==> src/sv/am2d_pkg.sv <==
// ----------------------------------------------------------------------------
// am2d_pkg: shared types and constants of the 2D affine matrix stack
// Command codes, status codes, sequencer states, CORDIC table and sizes.
// ----------------------------------------------------------------------------
package am2d_pkg;

  localparam int unsigned QW = 32;
  localparam int unsigned CORDIC_STEPS = 18;
  localparam logic signed [31:0] Q_ONE = 32'sd65536;
  localparam logic signed [31:0] DEG_360 = 32'sd23592960;
  localparam logic signed [31:0] DEG_180 = 32'sd11796480;
  localparam logic signed [31:0] DEG_90 = 32'sd5898240;
  localparam logic signed [33:0] CORDIC_GAIN = 34'sd652032874;

  typedef enum logic [2:0] {
    FUNC_PUSH  = 3'd0,
    FUNC_POP   = 3'd1,
    FUNC_TRANS = 3'd2,
    FUNC_ROT   = 3'd3,
    FUNC_SCALE = 3'd4,
    FUNC_RESET = 3'd5
  } func_e;

  typedef enum logic [1:0] {
    ST_OK       = 2'd0,
    ST_POP_EMPTY = 2'd1,
    ST_PUSH_FULL = 2'd2
  } status_e;

  typedef enum logic [3:0] {
    S_IDLE, S_RED0, S_RED1, S_CORDIC, S_MUL, S_MEMW, S_MEMR, S_MEMR2, S_OUT
  } state_e;

  function automatic logic signed [31:0] atan_deg(input logic [4:0] i);
    case (i)
      5'd0: atan_deg = 32'sd2949120;
      5'd1: atan_deg = 32'sd1740967;
      5'd2: atan_deg = 32'sd919879;
      5'd3: atan_deg = 32'sd466945;
      5'd4: atan_deg = 32'sd234379;
      5'd5: atan_deg = 32'sd117304;
      5'd6: atan_deg = 32'sd58666;
      5'd7: atan_deg = 32'sd29335;
      5'd8: atan_deg = 32'sd14668;
      5'd9: atan_deg = 32'sd7334;
      5'd10: atan_deg = 32'sd3667;
      5'd11: atan_deg = 32'sd1833;
      5'd12: atan_deg = 32'sd917;
      5'd13: atan_deg = 32'sd458;
      5'd14: atan_deg = 32'sd229;
      5'd15: atan_deg = 32'sd115;
      5'd16: atan_deg = 32'sd57;
      5'd17: atan_deg = 32'sd29;
      default: atan_deg = 32'sd0;
    endcase
  endfunction

endpackage

==> src/sv/am2d_mac.sv <==
// ----------------------------------------------------------------------------
// am2d_mac: shared Q16.16 multiply with floored truncation
// One 32x32 product per cycle, registered, then shifted by 16.
// ----------------------------------------------------------------------------
module am2d_mac import am2d_pkg::*; (
  input  logic               clk_i,
  input  logic signed [31:0] op_a_i,
  input  logic signed [31:0] op_b_i,
  output logic signed [47:0] prod_o
);

  logic signed [63:0] p_q;

  always_ff @(posedge clk_i) begin
    p_q <= op_a_i * op_b_i;
  end

  assign prod_o = 48'(p_q >>> 16);

endmodule

==> config.mk <==
export PLATFORM = sky130hd
export DESIGN_NAME = am2d_mac
export DESIGN_NICKNAME = d
export VERILOG_FILES = /design/src/sv/am2d_pkg.sv /design/src/sv/am2d_mac.sv
export SDC_FILE = /design/constraint.sdc
export NUM_CORES = 2
export LEC_CHECK = 0
export ABC_AREA = 1
export BUFFER_PORTS_ARGS = -buffer_cell sky130_fd_sc_hd__buf_4
export CORE_MARGIN = 2
export CORE_UTILIZATION = 67
export CTS_CLUSTER_DIAMETER = 150
export CTS_CLUSTER_SIZE = 20
export DETAILED_ROUTE_END_ITERATION = 7
export MAX_ROUTING_LAYER = met4
export PLACE_DENSITY = 0.94
export SETUP_SLACK_MARGIN = 0.05
export SYNTH_ARGS = -nofsm -noshare
export SYNTH_HDL_FRONTEND = slang
export SYNTH_SLANG_ARGS = --single-unit
==> constraint.sdc <==
create_clock -name clk_i -period 10.7 [get_ports clk_i]
set_input_delay 1.605 -clock clk_i [delete_from_list [all_inputs] [get_ports clk_i]]
set_output_delay 1.605 -clock clk_i [all_outputs]
set_load 0.05 [all_outputs]
* Word level (Yosys, flattened, before mapping)
Cells that the tools add are included.
** Operators by class
- Multiply operators :: 1
** Operators with widths (number)
- 32-bit by 32-bit multiplier with 64-bit output :: 1
** Word-level totals
- Bits in registers :: 64
- Input bits :: 65
- Word-level logic and storage cells :: 2

* Logic depth before layout (Yosys ltp)
- Depth in word-level cells :: 1
- Mapped depth :: 32

* Worst setup path after synthesis
Ideal clock, no wire load.
- Path kind :: input to register
- Start :: input op_a_i[31]
- End :: register p_q[63]
- Library setup time :: 0.112 ns
- Arrival :: 8.148 ns
- Required time :: 10.588 ns
- Path slack :: 2.440 ns
- Stages on the path :: 27
- Buffers on the path :: 1
- Cells stage by stage :: clkbuf_1 nand2_1 inv_1 fa_1 inv_1 fa_1 inv_1 fa_1 fa_1 inv_1 fa_1 inv_1 fa_1 inv_1 fa_1 fa_1 inv_1 ha_1 nand2_1 nor2_1 inv_1 nor3_2 nand2_1 nor3_1 a21oi_1 nand2_1 nand2_1
** On the way
- Longest elaborated chain between the ends :: 1
** Ends and longest elaborated chain
- from (decl) :: RTL line am2d_mac.sv:7 : input logic signed [31:0] op_a_i,
- 32-bit by 32-bit multiplier with 64-bit output :: RTL line am2d_mac.sv:15 : p_q <= op_a_i * op_b_i;
- to (signal assigned) :: RTL line am2d_mac.sv:15
- to (decl) :: RTL line am2d_mac.sv:12 : logic signed [63:0] p_q;
Every way passes these cells.

* Worst setup path after layout
- Start :: input op_b_i[5]
- End :: register p_q[62]
** On the way
- Longest elaborated chain between the ends :: 1
** Ends and longest elaborated chain
- from (decl) :: RTL line am2d_mac.sv:8 : input logic signed [31:0] op_b_i,
- 32-bit by 32-bit multiplier with 64-bit output :: RTL line am2d_mac.sv:15
Every way passes these cells.

==> impl_metrics.toml <==
[setup_path]
path_max_fanout = 32
cp-end-kind = "register"
start_kind = "input port"
critPathRequiredTime_ns = 10.90
cp.arrival_ns = 9.30
path_class = "input port to register"

[drt]
avgRoutedWirePerCell_um = 20.1
vias = 32300
dr.pass1.iters = 8
drt_wl_total_um = 113000
drtIter0Drc = 3206
antenna_left = 0
routed_via_density = 5.72
drc = 2

[floorplanning]
pin_count = 113
rows = 88
die_y_um = 246
floorplan.initialDensity_pct = 67.8
die-area_um2 = 60300
core_area_um2 = 57700
die_w_um = 246

[grt]
gr-total-overflow = 0
grt_pass1_wl_um = 184000
grt_max_degree = 33
grt_antenna_before_repair = 1
grt_pass1_vias = 36400
gr-usage-all-layers_pct = 40.7

[timing]
rsz0062_at_grt = "no"
setup_tns_ns = 0
hold_viol_final = 0
worst_pin_slew_ns = 0.710
period_share_pct = 85.0
setup-violations-final = 0
max_freq_mhz = 110
finalCriticalPeriod_ns = 9.10
max-slew-margin-rel_pct = 52.6
layout_setup_ws_ns = 1.60
maxSlewViolCount = 0

[cells_and_area]
largest_register_ffs = 48
area_growth_pct = 3.30
finalNetCount = 6207
regMostFlops = "p_q"
final_cell_mix = "inv_1 (1633), nand2_1 (1394), fa_1 (1081), ha_1 (180), nor2_1 (160)"
final_common_cell = "inv_1"
drive_above_1_share_pct = 2.91
top_regs = "p_q x48"
instances_no_fill = 5648

[placed_design]
dpl.hpwl_um = 95500
gp_congestion = 1.03
dp_cells = 5639
preCtsSetupSlack_ns = 1.37
portBuffers = 112

[clock_network]
htreeDepth = 2
cts_setup_buffers = 0
clkTransAtPathRegs_ns = 0.08
cts_tree = "yes"
ctsLongestPathBuffers = 2
clockRootBuffer = "clkbuf_16"
hold_buffers = 0
cts_made_buffers = 5
cts.sinks = 48
cts_resized = 0

[yosys]
ys_ff_latch = 48
synth_nets = 6278
ys_seq_area_share_pct = 2.46
synth_warnings = 0
synthCells = 4952
synthesis.area_um2 = 39100
synth_cell_types = 29
syn_avg_cell_area_um2 = 7.89

[hold_path]
whs_endpoint = "p_q[41]"
holdCritStartpoint = "op_b_i[0]"
worstHoldPathType = "input port to register"
worstHoldPathCells = 10

[status]
status = "complete, but fails checks"
violations = "DRC"

[job]
max-cap-violations = 0
per-layer routing:
metal,global-route usage [%],share of wire (%),up-vias
met4,23.0,6.7,0
li1,-,-,13300
met5,-,0,-
met1,47.6,33,15800
met2,65.0,48,2449
met3,9.78,12,747
kinds of logic after synthesis:
kind of cell,after synthesis,share of synthesized area [%]
buf+inv,1827,17.5
simple gates,1645,16.3
compound gates,138,1.88
fa+ha+maj,1261,61.1
flops,48,2.46
xor+xnor,33,0.739
how the worst max path moves through the flow:
stage	start	endpoint	slack, ns
after floorplan	op_a_i[31]	p_q[63]	2.44
after CTS	op_b_i[5]	p_q[63]	1.68
final	op_b_i[5]	p_q[62]	1.60
after detailed placement	op_b_i[5]	p_q[55]	1.37
after global placement	op_b_i[2]	p_q[61]	1.70
after global routing	op_b_i[5]	p_q[63]	1.13
final cells by class:
class / instances / area [um^2]
Clock inverter: 3 / 68.8
Fill cell: 4088 / 17300
Antenna cell: 1 / 2.50
Timing Repair Buffer: 114 / 856
Inverter: 1635 / 6140
Clock buffer: 5 / 125
Tap cell: 765 / 957
Sequential cell: 48 / 961
Multi-Input combinational cell: 3077 / 31300
Yosys cell counts:
| cell type | n | area share (%) |
|---|---|---|
| a21boi_0 | 1 | 0.019 |
| a21o_1 | 2 | 0.038 |
| a21oi_1 | 81 | 1.0 |
| buf_1 | 1 | 0.0096 |
| clkbuf_1 | 191 | 1.8 |
| clkinv_1 | 1 | 0.0096 |
| dfxtp_1 | 48 | 2.5 |
| fa_1 | 1081 | 55 |
| ha_1 | 180 | 5.8 |
| inv_1 | 1633 | 16 |
| inv_2 | 1 | 0.0096 |
| nand2_1 | 1394 | 13 |
| nand2_2 | 4 | 0.064 |
| nand3_1 | 47 | 0.60 |
| nand3b_1 | 3 | 0.058 |
| nand4_1 | 11 | 0.18 |
| nor2_1 | 160 | 1.5 |
| nor2_2 | 3 | 0.048 |
| nor3_1 | 9 | 0.12 |
| nor3_2 | 2 | 0.051 |
| nor4_1 | 2 | 0.032 |
| nor4_2 | 2 | 0.064 |
| o21a_1 | 3 | 0.058 |
| o21ai_0 | 38 | 0.49 |
| o21ai_1 | 1 | 0.013 |
| o21bai_1 | 12 | 0.23 |
| or2_2 | 8 | 0.13 |
| xnor2_1 | 8 | 0.18 |
| xor2_1 | 25 | 0.56 |
critical path, stage by stage:
cell and delay, ns:
buf_4 0.34, nand2_1 0.25, inv_1 0.16, fa_1 0.40
inv_1 0.27, fa_1 0.47, inv_1 0.25, fa_1 0.51
fa_1 0.83, inv_1 0.39, fa_1 0.60, inv_1 0.06
fa_1 0.53, inv_1 0.05, fa_1 0.47, fa_1 0.52
inv_1 0.04, ha_1 0.41, nand2_1 0.16, nor2_1 0.17
inv_1 0.07, nor2_1 0.20, nand2_1 0.12, nor2_1 0.13
nand2_1 0.09, nand3_1 0.11, nand2_1 0.05
per-stage QoR:
step	hold slack, ns	area (um^2)	utilization [%]
floorplan	2.04	39100	-
global placement	2.06	40200	69.7
detailed placement	2.06	40200	69.7
CTS	2.30	40400	70.0
global route	2.39	40400	70.0
finish	2.31	40400	70.0
Power is not shown: default switching activity piles up to over one toggle a cycle in this logic, so the estimate is an artifact.
