===== src/sv/am2d_pkg.sv =====
// ----------------------------------------------------------------------------
// am2d_pkg: shared types and constants of the 2D affine matrix stack
// Command codes, status codes, sequencer states, CORDIC table and sizes.
// ----------------------------------------------------------------------------
package am2d_pkg;

  localparam int unsigned QW = 32;
  localparam int unsigned CORDIC_STEPS = 18;
  localparam logic signed [31:0] Q_ONE = 32'sd65536;
  localparam logic signed [31:0] DEG_360 = 32'sd23592960;
  localparam logic signed [31:0] DEG_180 = 32'sd11796480;
  localparam logic signed [31:0] DEG_90 = 32'sd5898240;
  localparam logic signed [33:0] CORDIC_GAIN = 34'sd652032874;

  typedef enum logic [2:0] {
    FUNC_PUSH  = 3'd0,
    FUNC_POP   = 3'd1,
    FUNC_TRANS = 3'd2,
    FUNC_ROT   = 3'd3,
    FUNC_SCALE = 3'd4,
    FUNC_RESET = 3'd5
  } func_e;

  typedef enum logic [1:0] {
    ST_OK       = 2'd0,
    ST_POP_EMPTY = 2'd1,
    ST_PUSH_FULL = 2'd2
  } status_e;

  typedef enum logic [3:0] {
    S_IDLE, S_RED0, S_RED1, S_CORDIC, S_MUL, S_MEMW, S_MEMR, S_MEMR2, S_OUT
  } state_e;

  function automatic logic signed [31:0] atan_deg(input logic [4:0] i);
    case (i)
      5'd0: atan_deg = 32'sd2949120;
      5'd1: atan_deg = 32'sd1740967;
      5'd2: atan_deg = 32'sd919879;
      5'd3: atan_deg = 32'sd466945;
      5'd4: atan_deg = 32'sd234379;
      5'd5: atan_deg = 32'sd117304;
      5'd6: atan_deg = 32'sd58666;
      5'd7: atan_deg = 32'sd29335;
      5'd8: atan_deg = 32'sd14668;
      5'd9: atan_deg = 32'sd7334;
      5'd10: atan_deg = 32'sd3667;
      5'd11: atan_deg = 32'sd1833;
      5'd12: atan_deg = 32'sd917;
      5'd13: atan_deg = 32'sd458;
      5'd14: atan_deg = 32'sd229;
      5'd15: atan_deg = 32'sd115;
      5'd16: atan_deg = 32'sd57;
      5'd17: atan_deg = 32'sd29;
      default: atan_deg = 32'sd0;
    endcase
  endfunction

endpackage


===== src/sv/am2d_cordic.sv =====
// ----------------------------------------------------------------------------
// am2d_cordic: iterative sine and cosine in degree units
// Reduces the angle in seven compare and subtract steps, then runs one CORDIC
// iteration per cycle.
// ----------------------------------------------------------------------------
module am2d_cordic import am2d_pkg::*; (
  input  logic               clk_i,
  input  logic               rst_ni,
  input  logic               start_i,
  input  logic signed [31:0] deg_i,
  output logic               done_o,
  output logic signed [31:0] sin_o,
  output logic signed [31:0] cos_o
);

  typedef enum logic [1:0] {C_IDLE, C_RED, C_RUN, C_DONE} cstate_e;

  // The first reduction step removes 64 turns, the last a single turn.
  localparam logic [4:0] RED_TOP = 5'd6;

  cstate_e state_q, state_d;
  logic signed [31:0] r_q, r_d;
  logic signed [33:0] x_q, x_d, y_q, y_d;
  logic signed [31:0] z_q, z_d;
  logic [4:0] i_q, i_d;
  logic negcos_q, negcos_d;
  logic signed [31:0] step, lim, rr, fr;
  logic signed [33:0] xr, yr;

  // Rounds a Q4.30 value to Q16.16 and clamps it to [-1, 1].
  function automatic logic signed [31:0] rnd(input logic signed [33:0] v);
    logic signed [33:0] t;
    begin
      t = (v + 34'sd8192) >>> 14;
      if (t > 34'sd65536) t = 34'sd65536;
      if (t < -34'sd65536) t = -34'sd65536;
      rnd = t[31:0];
    end
  endfunction

  always_comb begin
    state_d = state_q;
    r_d = r_q;
    x_d = x_q;
    y_d = y_q;
    z_d = z_q;
    i_d = i_q;
    negcos_d = negcos_q;
    step = DEG_360 <<< i_q;
    lim = step - DEG_180;
    rr = r_q;
    fr = r_q;
    xr = x_q >>> i_q;
    yr = y_q >>> i_q;
    case (state_q)
      C_IDLE: if (start_i) begin
        r_d = deg_i;
        i_d = RED_TOP;
        state_d = C_RED;
      end
      C_RED: begin
        // Remove 2^i turns when the angle lies at least that far minus half a
        // turn from zero; after the single-turn step it sits in [-180, 180).
        if (r_q >= lim) begin
          rr = r_q - step;
        end else if (r_q < -lim) begin
          rr = r_q + step;
        end
        r_d = rr;
        i_d = i_q - 5'd1;
        if (i_q == 5'd0) begin
          negcos_d = 1'b0;
          fr = rr;
          if (rr > DEG_90) begin
            fr = DEG_180 - rr;
            negcos_d = 1'b1;
          end else if (rr < -DEG_90) begin
            fr = -DEG_180 - rr;
            negcos_d = 1'b1;
          end
          z_d = fr;
          x_d = CORDIC_GAIN;
          y_d = '0;
          i_d = '0;
          state_d = C_RUN;
        end
      end
      C_RUN: begin
        if (z_q >= 0) begin
          x_d = x_q - yr;
          y_d = y_q + xr;
          z_d = z_q - atan_deg(i_q);
        end else begin
          x_d = x_q + yr;
          y_d = y_q - xr;
          z_d = z_q + atan_deg(i_q);
        end
        i_d = i_q + 5'd1;
        if (i_q == 5'(CORDIC_STEPS - 1)) state_d = C_DONE;
      end
      C_DONE: state_d = C_IDLE;
      default: state_d = C_IDLE;
    endcase
  end

  always_ff @(posedge clk_i or negedge rst_ni) begin
    if (!rst_ni) begin
      state_q <= C_IDLE;
    end else begin
      state_q <= state_d;
    end
  end

  always_ff @(posedge clk_i) begin
    r_q <= r_d;
    x_q <= x_d;
    y_q <= y_d;
    z_q <= z_d;
    i_q <= i_d;
    negcos_q <= negcos_d;
  end

  // Sine and cosine are valid during the single done cycle.
  assign done_o = (state_q == C_DONE);
  assign sin_o = rnd(y_q);
  assign cos_o = negcos_q ? -rnd(x_q) : rnd(x_q);

endmodule


===== config.mk =====
export PLATFORM = sky130hd
export DESIGN_NAME = am2d_cordic
export DESIGN_NICKNAME = d
export VERILOG_FILES = /design/src/sv/am2d_pkg.sv /design/src/sv/am2d_cordic.sv
export SDC_FILE = /design/constraint.sdc
export NUM_CORES = 1
export LEC_CHECK = 0
export ABC_CLOCK_PERIOD_IN_PS = 8500
export BUFFER_PORTS_ARGS = -buffer_cell sky130_fd_sc_hd__buf_2
export CAP_MARGIN = 0
export CORE_ASPECT_RATIO = 0.9
export CORE_UTILIZATION = 43
export DETAILED_ROUTE_END_ITERATION = 12
export PLACE_DENSITY = 0.7
export SLEW_MARGIN = 40
export SYNTH_ARGS = -nofsm -noshare
export SYNTH_HDL_FRONTEND = slang
export SYNTH_SLANG_ARGS = --single-unit

===== constraint.sdc =====
create_clock -name clk_i -period 8.5 [get_ports clk_i]
set_input_delay 0.425 -clock clk_i [delete_from_list [all_inputs] [get_ports clk_i]]
set_output_delay 0.425 -clock clk_i [all_outputs]
set_load 0.02 [all_outputs]

Yosys cells after proc, flatten, opt, wreduce, memory -nomap -nowiden
Memory sizes are Yosys's and may differ from the RTL's. A register that Yosys moved wholly into a read port is not among the register bits.
Index checks and enable logic that the tools add are counted.

word-level totals
  output and inout bits = 65
  bits in registers = 140
  memories = 2
  bits in read-only memories = 1408
  input port bits = 35
  word-level logic and storage cells = 90

cells by class
  add/subtract/negate cells = 17
  reduce and logical (&&, ||, !) cells = 10
  equality and inequality tests = 7
  $lt $le $gt $ge = 9
  mux-type cells = 35
  shifts and indexed selects = 3

memories
  name             depth  width  rd ports  clocked after memory_dff  wr ports  line            RTL
  (no name shown)  32     22     1         1                         0         am2d_pkg.sv:35  case (i)
  (no name shown)  32     22     1         1                         0         am2d_pkg.sv:35

operators with widths
  kind                                                   count
  2-to-1 mux 32 bit                                      15
  2-to-1 mux 34 bit                                      6
  one-hot mux 34 bit (2 select lines)                    2
  one-hot mux 32 bit (2 select lines)                    2
  adder 34 x 15 -> 34 bit (second input constant)        2
  adder 34 bit                                           2
  < comparator 34 x 17 -> 1 bit (second input constant)  2
  >>> shifter 34 x 5 -> 34 bit                           2
  subtractor 34 bit                                      2
  adder 32 bit                                           2
  negation 32 bit                                        2
  subtractor 25 x 32 -> 32 bit (first input constant)    2
  subtractor 32 bit                                      2
  > comparator 20 x 18 -> 1 bit (second input constant)  2
  >= comparator 32 x 1 -> 1 bit (second input constant)  1
  >= comparator 32 bit                                   1
  > comparator 32 x 24 -> 1 bit (second input constant)  1
  < comparator 32 x 24 -> 1 bit (second input constant)  1
  < comparator 32 bit                                    1
  <<< shifter 26 x 5 -> 32 bit (first input constant)    1
  subtractor 32 x 25 -> 32 bit (second input constant)   1
  2-to-1 mux 5 bit                                       4
  one-hot mux 5 bit (3 select lines)                     1
  one-hot mux 2 bit (4 select lines)                     1
  14 further kinds                                       23

Depth between registers and ports, before layout
  word-level depth = 12
  depth in mapped cells = 30
  gate-level depth less buffers = 25

Worst setup path before layout
OpenSTA, ideal clock, no wires.

  kind = register to register
  start = register state_q[0]
  end = register x_q[0], enable pin
  stages on the path, launching flop included = 8
  library setup time = 0.580 ns
  slack = 1.938 ns
  required time = 7.920 ns
  buffers on the path = 3
  data arrival time = 5.983 ns
  path through = dfrtp_1 > inv_1 > ha_1 > clkbuf_1 > inv_1 > clkbuf_1 > clkbuf_1 > o21bai_1

between the ends
  cells in the longest elaborated chain, start to end = 3
  elaborated cells between the ends (all ways) = 5

RTL lines
  item                                                                 line                RTL
  start, declared                                                      am2d_cordic.sv:21   cstate_e state_q, state_d;
  start signal, assigned                                               am2d_cordic.sv:110  state_q <= state_d;
  equality test 2 x 1 -> 1 bit or equality test 2 bit (tied branches)  am2d_cordic.sv:55   case (state_q)
  != test 2 bit (no line) or nonzero test 2 bit (tied branches)        -
  AND reduction 2 bit (no line) (*)                                    -
  end signal, assigned                                                 am2d_cordic.sv:116  x_q <= x_d;
  end, declared                                                        am2d_cordic.sv:23   logic signed [33:0] x_q, x_d, y_q, y_d;

Mark *: on every way between the ends. The rest lies on a longest branch, timed or not.
A chain may end at the register's enable or synchronous reset.

Final worst setup path
  start = register i_q[2]
  end = register y_q[33], data pin

between the ends
  cells in the longest elaborated chain, start to end = 4
  elaborated cells between the ends (all ways) = 5

RTL lines
  item                                               line                                  RTL
  start, declared                                    am2d_cordic.sv:25                     logic [4:0] i_q, i_d;
  start signal, assigned                             am2d_cordic.sv:119                    i_q <= i_d;
  >>> shifter 34 x 5 -> 34 bit (*)                   am2d_cordic.sv:53                     xr = x_q >>> i_q;
  subtractor 34 bit or adder 34 bit (tied branches)  am2d_cordic.sv:95, am2d_cordic.sv:91
  2-to-1 mux 34 bit (*)                              am2d_cordic.sv:89                     if (z_q >= 0) begin
  one-hot mux 34 bit (2 select lines) (*)            am2d_cordic.sv:55
  end signal, assigned                               am2d_cordic.sv:117                    y_q <= y_d;
  end, declared                                      am2d_cordic.sv:23

Marked as above.

==> key figures <==
GRT
  – GRT overflow: 0
  – Largest net degree at the start of global routing: 85
  – Total GRT Usage: 24.9%
  – Vias in the first global route: 19483
  – Initial antenna violation count: 1
  – First-pass GRT wire length: between 100000 and 150000 µm

Drt
  – Post-route ant nets: 0
  – Met2 WL: 30300 µm
  – DRT Wirelength: ~66000 µm
  – Met1 Wirelength: 28900 µm
  – Initial DRC count: 1666
  – DR WL/cell: 19.7 µm
  – Top sig layer: met4
  – WL met3: roughly 5600 µm
  – Via Count: approximately 21000
  – Pre-antenna DRT Iters: 5
  – DRC: 0
  – DR vias/cell: about 6.2

Finish
  – Final Cell Area: around 0.024 mm²
  – Fillers: 4886
  – FF/Latch Area: 0.00463 mm²
  – Area of the multi-input gates: 0.0166 mm²
  – Layout cells sized above 1: 13.7%
  – Total Nets Final: 2880
  – Area added between synthesis and finish: 6.92%

Clocking
  – Clock Pin Slew Worst Setup and Hold Paths: about 0.080 ns
  – Post-cts repair resize count: 0
  – Clock sinks: 162
  – Cts hold-fix bufs: 1
  – Root Driver: clkbuf_16
  – CTS Buf Count: 17
  – CTS tree: yes
  – # H-tree levels: 4
  – Post-CTS setup buffer count: 0
  – CTS Buffer Depth: 2
  – Clock Latency Late Sink: 0.51 ns

Setup path
  – CP arrival: 7.51 ns
  – Reg2reg end: y_q[33]$_SDFFCE_PN0P_
  – CP Launch Type: flip-flop
  – CP Class: reg -> reg
  – Required @ worst endpoint: 8.73 ns
  – Worst R2R Setup Slack: between 1 and 1.5 ns
  – Critical path fanouts, max: 36
  – RR Startpoint: i_q[2]$_DFFE_PP_
  – Reg2Reg Depth: 23
  – CP Capture Type: flip-flop

Floorplan
  – Die Area: 0.0527 mm²
  – Die Span X: about 240 µm
  – Chip height: 218 µm
  – Initial Util: between 40% and 50%
  – Core Rows: 78
  – Core ar.: 0.0507 mm²
  – IO Count: 100

STA
  – Layout Skew: approximately 0.017 ns
  – Setup violators final: 0
  – Slew Limit Fails: 0
  – Final Cycle Share: 85.7%
  – Setup TNS: 0 ns
  – Actual slew at the worst max-slew pin: 0.820 ns
  – Final Critical Period: 7.28 ns
  – Max Fclk: 137 MHz
  – RSZ-0062 raised after global routing: false
  – Fin. Hold Viols: 0
  – Slew margin rel.: 45.3%

Yosys
  – Seq/Total Area, Yosys: 20.8%
  – Simple-gate share of the synthesized area: 18.5%
  – Post-Synth Adder-Cell Area: between 10% and 20%
  – Yosys cell types: 94
  – Post-Synth XOR/XNOR Area: 9.87%
  – Combinational family with the most area after synthesis: compound AO/OA/AOI/OAI gates
  – Number of flops mapped to enable cells by yosys: 138
  – Register bit count reported by yosys: 162
  – Ys Warns: 0
  – Syn Area/Cell: 8.31 µm²
  – Gate Count Post-Synth: 2682
  – Synth Area in Compound Gates: 20.7%
  – Ys async rst share: 1.23%
  – Most used DFF post-synth: edfxtp_1
  – Mux contribution to synthesized area: 14.9%
  – Post-synthesis cell area: 0.0223 mm²
  – Post-Synthesis Net Count: between 2000 and 3000

Placement
  – PortBufs: 99
  – Cell Area, Placed: 0.0232 mm²
  – Final RePlAce weighted congestion: 0.965
  – Detailed placer's ending HPWL: 50100 µm

Worst hold path
  – Hold Path Class: in -> reg
  – Hold depth: 2
  – Hold Path End: r_q[10]$_DFFE_PP_
  – Hold path startpoint: deg_i[10]

Run
  – Total of max-cap violations: 0

Run status
  – Status: finished, final reports clean
[stage by stage]
step / setup slack [ns] / hold WS (ns) / std cells / utilization (%)
3_3_place_gp: 1.47 / 0.247 / 3325 / 45.6
2_1_floorplan: 1.94 / 0.129 / 2682 / -
5_1_grt: 0.638 / 0.208 / 3359 / 46.9
3_5_place_dp: 1.33 / 0.248 / 3325 / 45.7
4_1_cts: 1.28 / 0.186 / 3358 / 46.9
6_report: 1.22 / 0.217 / 3360 / 46.9
[final cells by class]
cell class	count	area share [%]
Multi-Input combinational cell	2242	69.5
Sequential cell	162	19.5
Tap cell	680	3.57
Timing Repair Buffer	126	3.06
Clock buffer	18	1.89
Inverter	117	1.84
Clock inverter	14	0.646
Antenna cell	1	0.0105
[layout by cell type, fill, tap and decap left out, drive strengths merged, types with 59 or more instances in the layout]
master	count
a21o	59
a21oi	180
buf	125
edfxtp	138
ha	175
inv	123
mux2	61
mux2i	64
mux4	88
nand2	248
nand3	60
nor2	258
nor3	82
o21ai	210
xnor2	152
xor2	99
[cells by family after synthesis]
logic type	after synthesis
AND/OR/NAND/NOR	872
AO/OA/AOI/OAI	727
buffers and inverters	278
XOR/XNOR	251
multiplexers	213
adder cells (fa/ha/maj)	179
flip-flops	162
[Yosys cell counts (7+ instances only)]
cell type    n  area [µm²]
a21o_1      59         443
nand2b_1    33         206
a221oi_1     8        70.1
or2_2       22         138
o211ai_1    11        82.6
o21bai_1    23         173
o21ai_1     10        50.1
inv_1      111         417
nor4_1      17         106
a31oi_1     26         163
o21a_1      37         278
o2111ai_1    7        61.3
a211oi_1    21         158
buf_1       28         105
clkbuf_1    99         372
mux4_2      88        1980
xor2_1      99         867
a22oi_1     10        75.1
and4_1       8        70.1
nor2_1     257         965
buf_4       14         105
o22ai_1     17         106
mux2_2      61         687
xnor2_1    152        1330
nand3_1     59         295
nand4_1     26         163
a211o_1      7        61.3
o41ai_1     15         131
ha_1       175        2190
nand2_1    248         931
dfxtp_1     22         440
or3_1       15        93.8
a21oi_1    180         901
and2_1      11        68.8
mux2i_1     63         631
edfxtp_1   138        4140
nor3b_1      8        60.1
and3_1      28         175
nor2b_1     30         188
o31ai_1     21         158
o21ai_0    200        1000
buf_2       17        85.1
nor3_1      81         405
[worst max-delay path by stage]
stage	startpoint	endpoint	slack, ns	cells past startpoint
after detailed placement	i_q[0]$_DFFE_PP_	x_q[30]$_SDFFCE_PN0P_	1.33	24
after CTS	i_q[0]$_DFFE_PP_	x_q[30]$_SDFFCE_PN0P_	1.28	24
final	i_q[2]$_DFFE_PP_	y_q[33]$_SDFFCE_PN0P_	1.22	23
after global routing	i_q[2]$_DFFE_PP_	y_q[33]$_SDFFCE_PN0P_	0.64	23
after floorplan	state_q[0]$_DFFE_PN0P_	x_q[0]$_SDFFCE_PN0P_	1.94	7
after global placement	i_q[0]$_DFFE_PP_	x_q[30]$_SDFFCE_PN0P_	1.47	24
[metal layers]
layer,up-vias,GRT usage [%]
li1,9835,-
met1,9966,33.7
met2,885,40.2
met3,86,4.34
met4,0,8.06
met5,-,0
[critical path, stage by stage (launching register included)]
cell	delay, ns
edfxtp_1	0.36
buf_4	0.27
inv_2	0.59
buf_4	0.60
mux2_2	0.43
mux2i_1	0.45
a31oi_1	0.30
nor3_1	0.41
nand4_1	0.20
nand2b_1	0.23
or2_1	0.29
o31ai_1	0.28
xnor2_1	0.11
ha_1	0.34
a21o_1	0.20
a21o_1	0.16
a221oi_1	0.26
o21ai_0	0.24
a41oi_1	0.38
a21oi_1	0.16
a211o_1	0.32
a21oi_1	0.18
xnor2_1	0.14
nor2_1	0.05
Power is not shown: default switching activity piles up to over one toggle a cycle in this logic, so the estimate is an artifact.
